$ cat src/rtl/adsr_envelope_generator_macros.svh
// Assertion macros shared by the envelope generator modules.
// Each macro expects aclk and aresetn to be visible in the module that uses it.
`ifndef ADSR_ENVELOPE_GENERATOR_MACROS_SVH
`define ADSR_ENVELOPE_GENERATOR_MACROS_SVH

// Consequent must hold in the same cycle as the antecedent.
`define ADSR_ASSERT_IMPLIES(label, ante, cons, msg) \
    label: assert property (@(posedge aclk) disable iff (!aresetn) (ante) |-> (cons)) \
        else $error(msg);

// Consequent must hold in the cycle after the antecedent.
`define ADSR_ASSERT_NEXT(label, ante, cons, msg) \
    label: assert property (@(posedge aclk) disable iff (!aresetn) (ante) |=> (cons)) \
        else $error(msg);

`endif

$ cat src/rtl/adsr_pkg.sv
`timescale 1ns / 1ps
// Shared constants, codes and control types of the envelope generator.
// No dependencies; used by the controller, the datapath and the top level.
package adsr_pkg;

    localparam int TIME_BITS  = 32;
    localparam int SAMPLE_W   = 32;
    localparam int ACTION_W   = 2;
    localparam int LEN_W      = 20;
    localparam int LVL_W      = 16;
    localparam int CFG_IDX_W  = 3;
    localparam int CFG_DATA_W = 20;
    localparam int PROD_W     = LEN_W + LVL_W;
    localparam int DIV_STEPS  = LVL_W;
    localparam int STEP_W     = $clog2(DIV_STEPS);
    localparam int CMP_W      = (TIME_BITS > LEN_W + 1) ? TIME_BITS : LEN_W + 1;

    localparam logic [LVL_W-1:0] LEVEL_ONE   = LVL_W'(32768);
    localparam logic [LVL_W-1:0] FLOOR_LEVEL = LVL_W'(4);

    localparam logic [LEN_W-1:0] ATTACK_RESET  = LEN_W'(4410);
    localparam logic [LEN_W-1:0] DECAY_RESET   = LEN_W'(441);
    localparam logic [LEN_W-1:0] RELEASE_RESET = LEN_W'(8820);
    localparam logic [LVL_W-1:0] PEAK_RESET    = LVL_W'(32768);
    localparam logic [LVL_W-1:0] HOLD_RESET    = LVL_W'(26214);

    localparam logic [ACTION_W-1:0] ACT_SAMPLE   = 2'd0;
    localparam logic [ACTION_W-1:0] ACT_NOTE_ON  = 2'd1;
    localparam logic [ACTION_W-1:0] ACT_NOTE_OFF = 2'd2;

    localparam logic [CFG_IDX_W-1:0] REG_ATTACK_LEN  = 3'd0;
    localparam logic [CFG_IDX_W-1:0] REG_DECAY_LEN   = 3'd1;
    localparam logic [CFG_IDX_W-1:0] REG_RELEASE_LEN = 3'd2;
    localparam logic [CFG_IDX_W-1:0] REG_PEAK_LEVEL  = 3'd3;
    localparam logic [CFG_IDX_W-1:0] REG_HOLD_LEVEL  = 3'd4;

    typedef enum logic [5:0] {
        ST_IDLE    = 6'b000001,
        ST_ELAPSED = 6'b000010,
        ST_SELECT  = 6'b000100,
        ST_MUL     = 6'b001000,
        ST_DIV     = 6'b010000,
        ST_FINISH  = 6'b100000
    } adsr_state_t;

    typedef struct packed {
        logic capture;
        logic elapsed;
        logic select;
        logic multiply;
        logic div_step;
        logic finish;
    } adsr_cmd_t;

    typedef struct packed {
        logic last_step;
    } adsr_status_t;

endpackage

$ cat src/rtl/adsr_envelope_generator.sv
`timescale 1ns / 1ps
// Top level of the linear ADSR envelope generator.
// Depends on adsr_pkg, adsr_ctrl and adsr_dp.
//
// Usage:
// Each input item (s_action, s_sample_time) returns one item on m_amplitude,
// the Q1.15 envelope level at that time after the note on or note off.
// s_ready is high only while no item is being worked on. An accepted item
// passes elapsed time, phase select, one multiply and a 16-step restoring
// divide before its result shows on m_valid. The next item is accepted
// only once the controller is back in idle, so the block does not take a
// new item before it is through with the last one.
// The result sits in an output register: a new item is accepted while it
// waits, but that item's result is held back until m_ready takes the old one.
// Configuration writes on cfg_valid/cfg_index/cfg_data are always taken
// (cfg_ready stays high) and belong in idle periods; index 5 and up is ignored.
// Reset (aresetn low, synchronous) restores the register defaults, clears
// the note-held flag and both time stamps, and drops m_valid.
module adsr_envelope_generator (
    input  logic                                aclk,
    input  logic                                aresetn,
    input  logic                                s_valid,
    output logic                                s_ready,
    input  logic [adsr_pkg::ACTION_W-1:0]       s_action,
    input  logic [adsr_pkg::SAMPLE_W-1:0]       s_sample_time,
    output logic                                m_valid,
    input  logic                                m_ready,
    output logic [adsr_pkg::LVL_W-1:0]          m_amplitude,
    input  logic                                cfg_valid,
    output logic                                cfg_ready,
    input  logic [adsr_pkg::CFG_IDX_W-1:0]      cfg_index,
    input  logic [adsr_pkg::CFG_DATA_W-1:0]     cfg_data
);

    adsr_pkg::adsr_cmd_t    cmd;
    adsr_pkg::adsr_status_t status;

    assign cfg_ready = 1'b1;

    adsr_ctrl u_ctrl (
        .aclk    (aclk),
        .aresetn (aresetn),
        .s_valid (s_valid),
        .s_ready (s_ready),
        .m_valid (m_valid),
        .m_ready (m_ready),
        .status  (status),
        .cmd     (cmd)
    );

    adsr_dp u_dp (
        .aclk          (aclk),
        .aresetn       (aresetn),
        .cfg_valid     (cfg_valid),
        .cfg_index     (cfg_index),
        .cfg_data      (cfg_data),
        .s_action      (s_action),
        .s_sample_time (s_sample_time),
        .cmd           (cmd),
        .status        (status),
        .m_amplitude   (m_amplitude)
    );

endmodule

$ cat src/rtl/adsr_ctrl.sv
`timescale 1ns / 1ps
// Sequencer of the envelope generator: handshakes and datapath commands.
// Depends on adsr_pkg and the assertion macro header.
`include "adsr_envelope_generator_macros.svh"

module adsr_ctrl (
    input  logic                 aclk,
    input  logic                 aresetn,
    input  logic                 s_valid,
    output logic                 s_ready,
    output logic                 m_valid,
    input  logic                 m_ready,
    input  adsr_pkg::adsr_status_t status,
    output adsr_pkg::adsr_cmd_t  cmd
);

    adsr_pkg::adsr_state_t state_reg, state_next;
    logic out_valid_reg, out_valid_next;
    logic out_free;

    assign out_free = !out_valid_reg || m_ready;
    assign s_ready  = (state_reg == adsr_pkg::ST_IDLE);
    assign m_valid  = out_valid_reg;

    always_comb begin
        cmd          = '0;
        cmd.capture  = (state_reg == adsr_pkg::ST_IDLE) && s_valid;
        cmd.elapsed  = (state_reg == adsr_pkg::ST_ELAPSED);
        cmd.select   = (state_reg == adsr_pkg::ST_SELECT);
        cmd.multiply = (state_reg == adsr_pkg::ST_MUL);
        cmd.div_step = (state_reg == adsr_pkg::ST_DIV);
        cmd.finish   = (state_reg == adsr_pkg::ST_FINISH) && out_free;
    end

    always_comb begin
        state_next = state_reg;
        unique case (state_reg)
            adsr_pkg::ST_IDLE: begin
                if (s_valid) begin
                    state_next = adsr_pkg::ST_ELAPSED;
                end
            end
            adsr_pkg::ST_ELAPSED: begin
                state_next = adsr_pkg::ST_SELECT;
            end
            adsr_pkg::ST_SELECT: begin
                state_next = adsr_pkg::ST_MUL;
            end
            adsr_pkg::ST_MUL: begin
                state_next = adsr_pkg::ST_DIV;
            end
            adsr_pkg::ST_DIV: begin
                if (status.last_step) begin
                    state_next = adsr_pkg::ST_FINISH;
                end
            end
            adsr_pkg::ST_FINISH: begin
                if (out_free) begin
                    state_next = adsr_pkg::ST_IDLE;
                end
            end
            default: begin
                state_next = adsr_pkg::ST_IDLE;
            end
        endcase
    end

    always_comb begin
        out_valid_next = out_valid_reg;
        if (cmd.finish) begin
            out_valid_next = 1'b1;
        end else if (m_ready) begin
            out_valid_next = 1'b0;
        end
    end

    always_ff @(posedge aclk) begin
        if (!aresetn) begin
            state_reg     <= adsr_pkg::ST_IDLE;
            out_valid_reg <= 1'b0;
        end else begin
            state_reg     <= state_next;
            out_valid_reg <= out_valid_next;
        end
    end

    `ADSR_ASSERT_NEXT(a_busy_after_accept, s_valid && s_ready, !s_ready, "ready after accept")
    `ADSR_ASSERT_NEXT(a_finish_waits,
        state_reg == adsr_pkg::ST_FINISH && out_valid_reg && !m_ready,
        state_reg == adsr_pkg::ST_FINISH && m_valid, "finished item lost under stall")
    `ADSR_ASSERT_IMPLIES(a_div_complete,
        state_reg == adsr_pkg::ST_FINISH && $past(state_reg) != adsr_pkg::ST_FINISH,
        $past(status.last_step), "division left before its last step")

endmodule

$ cat src/rtl/adsr_dp.sv
`timescale 1ns / 1ps
// Datapath of the envelope generator: registers, note state, phase select,
// multiplier and a radix-2 restoring divider. Depends on adsr_pkg and the macros.
`include "adsr_envelope_generator_macros.svh"

module adsr_dp (
    input  logic                                aclk,
    input  logic                                aresetn,
    input  logic                                cfg_valid,
    input  logic [adsr_pkg::CFG_IDX_W-1:0]      cfg_index,
    input  logic [adsr_pkg::CFG_DATA_W-1:0]     cfg_data,
    input  logic [adsr_pkg::ACTION_W-1:0]       s_action,
    input  logic [adsr_pkg::SAMPLE_W-1:0]       s_sample_time,
    input  adsr_pkg::adsr_cmd_t                 cmd,
    output adsr_pkg::adsr_status_t              status,
    output logic [adsr_pkg::LVL_W-1:0]          m_amplitude
);

    logic [adsr_pkg::LEN_W-1:0] attack_len_reg, decay_len_reg, release_len_reg;
    logic [adsr_pkg::LVL_W-1:0] peak_level_reg, hold_level_reg;

    logic                           held_reg;
    logic [adsr_pkg::TIME_BITS-1:0] start_reg, release_reg, now_reg, e_reg;
    logic [adsr_pkg::TIME_BITS-1:0] stamp;

    logic [adsr_pkg::LEN_W-1:0] a_eff, d_eff, r_eff;
    logic [adsr_pkg::LVL_W-1:0] pk_eff, hd_eff;
    logic [adsr_pkg::CMP_W-1:0] e_x, a_x, ad_x, r_x, de_x;

    logic [adsr_pkg::LEN_W-1:0] mul_a_reg, mul_a_next, div_reg, div_next;
    logic [adsr_pkg::LVL_W-1:0] mul_b_reg, mul_b_next, base_reg, base_next;
    logic                       sub_reg, sub_next;

    logic [adsr_pkg::PROD_W-1:0]  product;
    logic [adsr_pkg::LEN_W-1:0]   rem_reg;
    logic [adsr_pkg::LVL_W-1:0]   quo_reg;
    logic [adsr_pkg::LEN_W+1:0]   trial;
    logic [adsr_pkg::STEP_W-1:0]  step_reg;
    logic [adsr_pkg::LVL_W-1:0]   level_sum;
    logic [adsr_pkg::LVL_W-1:0]   amp_reg;

    always_ff @(posedge aclk) begin
        if (!aresetn) begin
            attack_len_reg  <= adsr_pkg::ATTACK_RESET;
            decay_len_reg   <= adsr_pkg::DECAY_RESET;
            release_len_reg <= adsr_pkg::RELEASE_RESET;
            peak_level_reg  <= adsr_pkg::PEAK_RESET;
            hold_level_reg  <= adsr_pkg::HOLD_RESET;
        end else if (cfg_valid) begin
            unique case (cfg_index)
                adsr_pkg::REG_ATTACK_LEN:  attack_len_reg  <= cfg_data;
                adsr_pkg::REG_DECAY_LEN:   decay_len_reg   <= cfg_data;
                adsr_pkg::REG_RELEASE_LEN: release_len_reg <= cfg_data;
                adsr_pkg::REG_PEAK_LEVEL:  peak_level_reg  <= cfg_data[adsr_pkg::LVL_W-1:0];
                adsr_pkg::REG_HOLD_LEVEL:  hold_level_reg  <= cfg_data[adsr_pkg::LVL_W-1:0];
                default: begin
                end
            endcase
        end
    end

    always_ff @(posedge aclk) begin
        if (!aresetn) begin
            held_reg    <= 1'b0;
            start_reg   <= '0;
            release_reg <= '0;
        end else if (cmd.capture) begin
            unique case (s_action)
                adsr_pkg::ACT_NOTE_ON: begin
                    held_reg  <= 1'b1;
                    start_reg <= adsr_pkg::TIME_BITS'(s_sample_time);
                end
                adsr_pkg::ACT_NOTE_OFF: begin
                    held_reg    <= 1'b0;
                    release_reg <= adsr_pkg::TIME_BITS'(s_sample_time);
                end
                default: begin
                end
            endcase
        end
    end

    always_ff @(posedge aclk) begin
        if (cmd.capture) begin
            now_reg <= adsr_pkg::TIME_BITS'(s_sample_time);
        end
        if (cmd.elapsed) begin
            e_reg <= (now_reg >= stamp) ? now_reg - stamp : '0;
        end
    end

    assign stamp = held_reg ? start_reg : release_reg;

    assign a_eff  = (attack_len_reg == '0) ? adsr_pkg::LEN_W'(1) : attack_len_reg;
    assign d_eff  = (decay_len_reg == '0) ? adsr_pkg::LEN_W'(1) : decay_len_reg;
    assign r_eff  = (release_len_reg == '0) ? adsr_pkg::LEN_W'(1) : release_len_reg;
    assign pk_eff = (peak_level_reg > adsr_pkg::LEVEL_ONE) ? adsr_pkg::LEVEL_ONE
                                                            : peak_level_reg;
    assign hd_eff = (hold_level_reg > adsr_pkg::LEVEL_ONE) ? adsr_pkg::LEVEL_ONE
                                                            : hold_level_reg;

    assign e_x  = adsr_pkg::CMP_W'(e_reg);
    assign a_x  = adsr_pkg::CMP_W'(a_eff);
    assign ad_x = adsr_pkg::CMP_W'(a_eff) + adsr_pkg::CMP_W'(d_eff);
    assign r_x  = adsr_pkg::CMP_W'(r_eff);
    assign de_x = e_x - a_x;

    // Every phase is reduced to base +/- floor(mul_a * mul_b / div).
    always_comb begin
        mul_a_next = '0;
        mul_b_next = '0;
        div_next   = adsr_pkg::LEN_W'(1);
        base_next  = '0;
        sub_next   = 1'b0;
        if (held_reg) begin
            priority if (e_x <= a_x) begin
                mul_a_next = e_x[adsr_pkg::LEN_W-1:0];
                mul_b_next = pk_eff;
                div_next   = a_eff;
            end else if (e_x <= ad_x) begin
                mul_a_next = de_x[adsr_pkg::LEN_W-1:0];
                div_next   = d_eff;
                base_next  = pk_eff;
                if (hd_eff >= pk_eff) begin
                    mul_b_next = hd_eff - pk_eff;
                end else begin
                    mul_b_next = pk_eff - hd_eff;
                    sub_next   = 1'b1;
                end
            end else begin
                base_next = hd_eff;
            end
        end else if (e_x < r_x) begin
            mul_a_next = e_x[adsr_pkg::LEN_W-1:0];
            mul_b_next = hd_eff;
            div_next   = r_eff;
            base_next  = hd_eff;
            sub_next   = 1'b1;
        end
    end

    always_ff @(posedge aclk) begin
        if (cmd.select) begin
            mul_a_reg <= mul_a_next;
            mul_b_reg <= mul_b_next;
            div_reg   <= div_next;
            base_reg  <= base_next;
            sub_reg   <= sub_next;
        end
    end

    assign product = adsr_pkg::PROD_W'(mul_a_reg) * adsr_pkg::PROD_W'(mul_b_reg);

    // The quotient never exceeds one in Q1.15, so the upper product bits start
    // below the divisor and one quotient bit per step suffices.
    assign trial = {1'b0, rem_reg, quo_reg[adsr_pkg::LVL_W-1]} - {2'b00, div_reg};

    always_ff @(posedge aclk) begin
        if (cmd.multiply) begin
            rem_reg <= product[adsr_pkg::PROD_W-1:adsr_pkg::LVL_W];
            quo_reg <= product[adsr_pkg::LVL_W-1:0];
        end else if (cmd.div_step) begin
            if (!trial[adsr_pkg::LEN_W+1]) begin
                rem_reg <= trial[adsr_pkg::LEN_W-1:0];
                quo_reg <= {quo_reg[adsr_pkg::LVL_W-2:0], 1'b1};
            end else begin
                rem_reg <= {rem_reg[adsr_pkg::LEN_W-2:0], quo_reg[adsr_pkg::LVL_W-1]};
                quo_reg <= {quo_reg[adsr_pkg::LVL_W-2:0], 1'b0};
            end
        end
    end

    always_ff @(posedge aclk) begin
        if (!aresetn) begin
            step_reg <= '0;
        end else if (cmd.multiply) begin
            step_reg <= '0;
        end else if (cmd.div_step) begin
            step_reg <= step_reg + adsr_pkg::STEP_W'(1);
        end
    end

    assign status.last_step = (step_reg == adsr_pkg::STEP_W'(adsr_pkg::DIV_STEPS - 1));

    assign level_sum = sub_reg ? base_reg - quo_reg : base_reg + quo_reg;

    always_ff @(posedge aclk) begin
        if (cmd.finish) begin
            amp_reg <= (level_sum < adsr_pkg::FLOOR_LEVEL) ? '0 : level_sum;
        end
    end

    assign m_amplitude = amp_reg;

    `ADSR_ASSERT_IMPLIES(a_rem_below_div, cmd.div_step, rem_reg < div_reg,
        "divider remainder not below divisor")
    `ADSR_ASSERT_IMPLIES(a_level_in_range, cmd.finish, level_sum <= adsr_pkg::LEVEL_ONE,
        "envelope level above one")

endmodule

$ cat config.mk
export PLATFORM = sky130hd
export DESIGN_NAME = adsr_envelope_generator
export DESIGN_NICKNAME = d
export VERILOG_FILES = /design/src/rtl/adsr_pkg.sv /design/src/rtl/adsr_envelope_generator.sv /design/src/rtl/adsr_ctrl.sv /design/src/rtl/adsr_dp.sv
export VERILOG_INCLUDE_DIRS = /design/src /design/src/rtl
export SDC_FILE = /design/constraint.sdc
export NUM_CORES = 2
export LEC_CHECK = 0
export BUFFER_PORTS_ARGS = -buffer_cell sky130_fd_sc_hd__clkbuf_2
export CAP_MARGIN = 20
export CORE_MARGIN = 3
export CORE_UTILIZATION = 65
export CTS_CLUSTER_SIZE = 30
export DETAILED_ROUTE_END_ITERATION = 10
export PLACE_DENSITY = 0.94
export SLEW_MARGIN = 10
export SYNTH_ARGS = -nofsm -noshare
export SYNTH_HDL_FRONTEND = slang
export SYNTH_SLANG_ARGS = --single-unit
export TNS_END_PERCENT = 5
$ cat constraint.sdc
create_clock -name aclk -period 18.5 [get_ports aclk]
set_input_delay 3.7 -clock aclk [delete_from_list [all_inputs] [get_ports aclk]]
set_output_delay 3.7 -clock aclk [all_outputs]
set_load 0.005 [all_outputs]
==> impl_results.md <==
- Initial antenna violation count: 0
- Power Density: ~63 nW/um2
- First-pass GRT wire length: 141000 um
- FP Rows: 81
- Seq/Total Area, Yosys: 27.5%
- Num CTS Buffers: 40
- Setup-failing EPs final: 0
- R2R depth: 21
- Met3 Use GR: a little over 5%
- Top FF cell, synth: edfxtp_1
- Crit-path max FO: 20
- TritonRoute pass-1 iters: 6
- Top cells by area, synth: edfxtp_1, fa_1, ha_1
- Setup bufs post-CTS: 0
- Layout area overhead: 6.12%
- DRT Wirelength: a little under 90000 um
- Required @ worst endpoint: between 15 and 20 ns
- Status: finished, final reports clean
- Die ar.: about 53000 um2
- Final TNS setup: 0 ns
- Min-delay src: u_dp.release_reg[23]
- CTS resizes: 0
- Worst-Skew Late Latency: roughly 0.6 ns
- CTS Hold Buffers Added: 0
- Number of hold violations in the final report: 0
- Die X: 231 um
- CTS root buf: clkbuf_16
- # port buffers: 79
- # fillers: roughly 3500
- Final instance area: roughly 35000 um2
- CTS H-tree depth: 2
- Antenna diodes: 0
- R2R Path End: u_dp.rem_reg[17]
- Drt initial violations: 3034
- Reg-to-reg slack, setup: 11.23 ns
- CP peak stage delay: between 0.6 and 0.7 ns
- Post-place instance area: about 34000 um2
- Maximum vdd drop: ~0.1 mV
- Remaining DRCs: 0
- Layout cells sized above 1: ~5.5%
- Longest Clk Path Bufs: 3
- Crit Path Class: flip-flop to flip-flop
- Clock transition at the registers of the reported paths: 0.06 ns
- Sink Count: between 300 and 400
- Core region area: about 50000 um2
- RR Startpoint: u_dp.mul_b_reg[6]
- Leakage power: around 15 nW
- #FFs+latches synth: between 300 and 400
- Placement Setup Slack: 11.33 ns
- Most common cell after layout, fill and taps aside: nand2_1
- Worst Tran Pin Value: between 1 and 1.5 ns
- Worst hold stages: 2
- Final setup margin: approximately 11 ns
- Mapped Cells: roughly 3800
- Grt total ovfl: 0
- Max_slew headroom: 25.8%
- Synth warn: 0
- Worst hold path type: flip-flop to flip-flop
- Routed Antenna Nets: 0
- Num ports: between 80 and 90
- Arr. time, crit path: between 7 and 8 ns
- Vias per cell: roughly 6.3
- Vias in the first global route: about 28000
- Die Y: around 230 um
- Part of the cycle the worst path needs: about two fifths
- Worst setup path startpoint: u_dp.mul_b_reg[6]
- M1 GR Usage: about two fifths
- Most common cell on crit path: fa_1
- Routed via count: 27530
- Buf/Inv on CP: 4
- CP Launch Type: flip-flop
- Cell area after synthesis: 32900 um2
- Slowest CP cell: edfxtp_1
- Post-synth EDFFs: 189
- Hold endpoint: u_dp.release_reg[23]
- Largest net degree at the start of global routing: between 100 and 150
- TritonCTS clock tree: yes
- Syn Area/Cell: ~9 um2
- Met2 usage: a little over half
- CP delay by family, top: adder cells
- Final HPWL DP: between 60000 and 70000 um
- CP Cell Sequence: and2_1, fa_1, inv_1, fa_1, inv_1, fa_1, fa_1, fa_1, inv_1, fa_1, inv_1, ha_1, a211o_1, a2111o_1, nand4b_1, nand3b_1, o311ai_1, o31a_1, o21ai_1, xnor2_1, a21oi_1
- Fmax: approximately 0.14 GHz
- Share of synthesized registers carrying an async set or reset: 0%
- Commonest cells after routing, fill and taps aside: nand2_1, inv_1, ha_1, fa_1, edfxtp_1
- Maxcap violations: 0
- RSZ-0062 raised after global routing: no
- GRT Total Usage: 32.7%
- Final Skew: between 0.04 and 0.05 ns
- Synth top area share: roughly 17%
- Post-layout min period: around 7.3 ns
- Drt wl/cell: approximately 20 um
- Routability cong.: 1.01
- Cell taking the most area after synthesis: edfxtp_1
- GR peak layer: met2
- Nets: roughly 4300
- Syn_nets: approximately 4400
- Max Slew Vio Count: 0
- CP Capture Type: flip-flop
- Library cells used by synthesis: 78
- Starting density of the core: roughly 67%
-- cell usage after synthesis, types with 32 or more instances --
cell and number:
o21ai_0 114, ha_1 290, inv_1 441, a22o_1 42, nand2_1 693, nor2_1 142, nor2b_1 32, a21o_1 66
mux2i_1 42, nor3_1 43, xnor2_1 83, o21a_1 38, edfxtp_1 189, o211ai_1 34, a21oi_1 145, a21boi_0 138
fa_1 257, nand3_1 36, clkbuf_1 186, dfxtp_1 168, xor2_1 58, and2_1 146
-- final cells by class --
class,instances,area (um2),share of cell area (%)
multi-input combinational,2757,21500,61.5
timing repair buffer,102,611,1.75
sequential,357,9040,25.9
inverter,442,1660,4.75
clock buffer,49,1100,3.14
tap,664,831,2.38
clock inverter,23,219,0.627
-- worst max-delay path by stage --
stage | depth (start not counted) | to | slack (ns)
after floorplan | 23 | u_dp.rem_reg[17] | 12.19
after global placement | 21 | u_dp.rem_reg[17] | 11.49
after detailed placement | 21 | u_dp.rem_reg[17] | 11.33
after CTS | 21 | u_dp.rem_reg[17] | 11.34
after global routing | 21 | u_dp.rem_reg[17] | 10.98
final | 21 | u_dp.rem_reg[17] | 11.23
-- layer usage --
layer  vias to the layer above  wire [um]
met5                         -          0
met4                         0       6000
met3                       387       7700
met2                      1515      41300
met1                     13144      32400
li1                      12484          -
-- metrics by stage --
stage                     cells  utilization, %  power [W]  hold slack, ns
after floorplan            3757               -    0.00127           0.440
after global placement     4319            67.8    0.00137           0.449
after detailed placement   4319            67.8    0.00139           0.457
after CTS                  4391            70.5    0.00219           0.466
after global routing       4394            70.6    0.00228           0.485
final                      4394            70.6    0.00220           0.462
-- kinds of logic (layout without fill, tap and decap cells) --
| group | after synthesis | in the layout | share of synthesized area [%] |
|---|---|---|---|
| buffers and inverters | 643 | 616 | 7.40 |
| other | 1 | 1 | 0.0114 |
| multiplexers | 47 | 47 | 1.45 |
| AND/OR/NAND/NOR | 1256 | 1256 | 17.5 |
| AO/OA/AOI/OAI | 764 | 764 | 15.7 |
| adder cells (fa/ha/maj) | 547 | 547 | 26.7 |
| XOR/XNOR | 142 | 142 | 3.80 |
| flip-flops | 357 | 357 | 27.5 |
-- worst register-to-register path, cell delays in order, from the launching register on --
cell,delay (ns)
edfxtp_1,0.69
and2_1,0.33
fa_1,0.53
inv_1,0.06
fa_1,0.53
inv_1,0.06
fa_1,0.53
fa_1,0.44
fa_1,0.56
inv_1,0.06
fa_1,0.55
inv_1,0.04
ha_1,0.37
a211o_1,0.33
a2111o_1,0.43
nand4b_1,0.13
nand3b_1,0.19
o311ai_1,0.64
o31a_1,0.24
o21ai_1,0.10
xnor2_1,0.17
a21oi_1,0.08
-- report_power, final --
part           leakage (nW)  total [W]  internal [W]  switching, W
Clock                 0.654   0.000805      0.000446      0.000359
Sequential             3.24   0.000941      0.000897     0.0000439
Combinational          11.4   0.000452      0.000178      0.000275
Note: power is estimated with default switching activity, not from simulation.
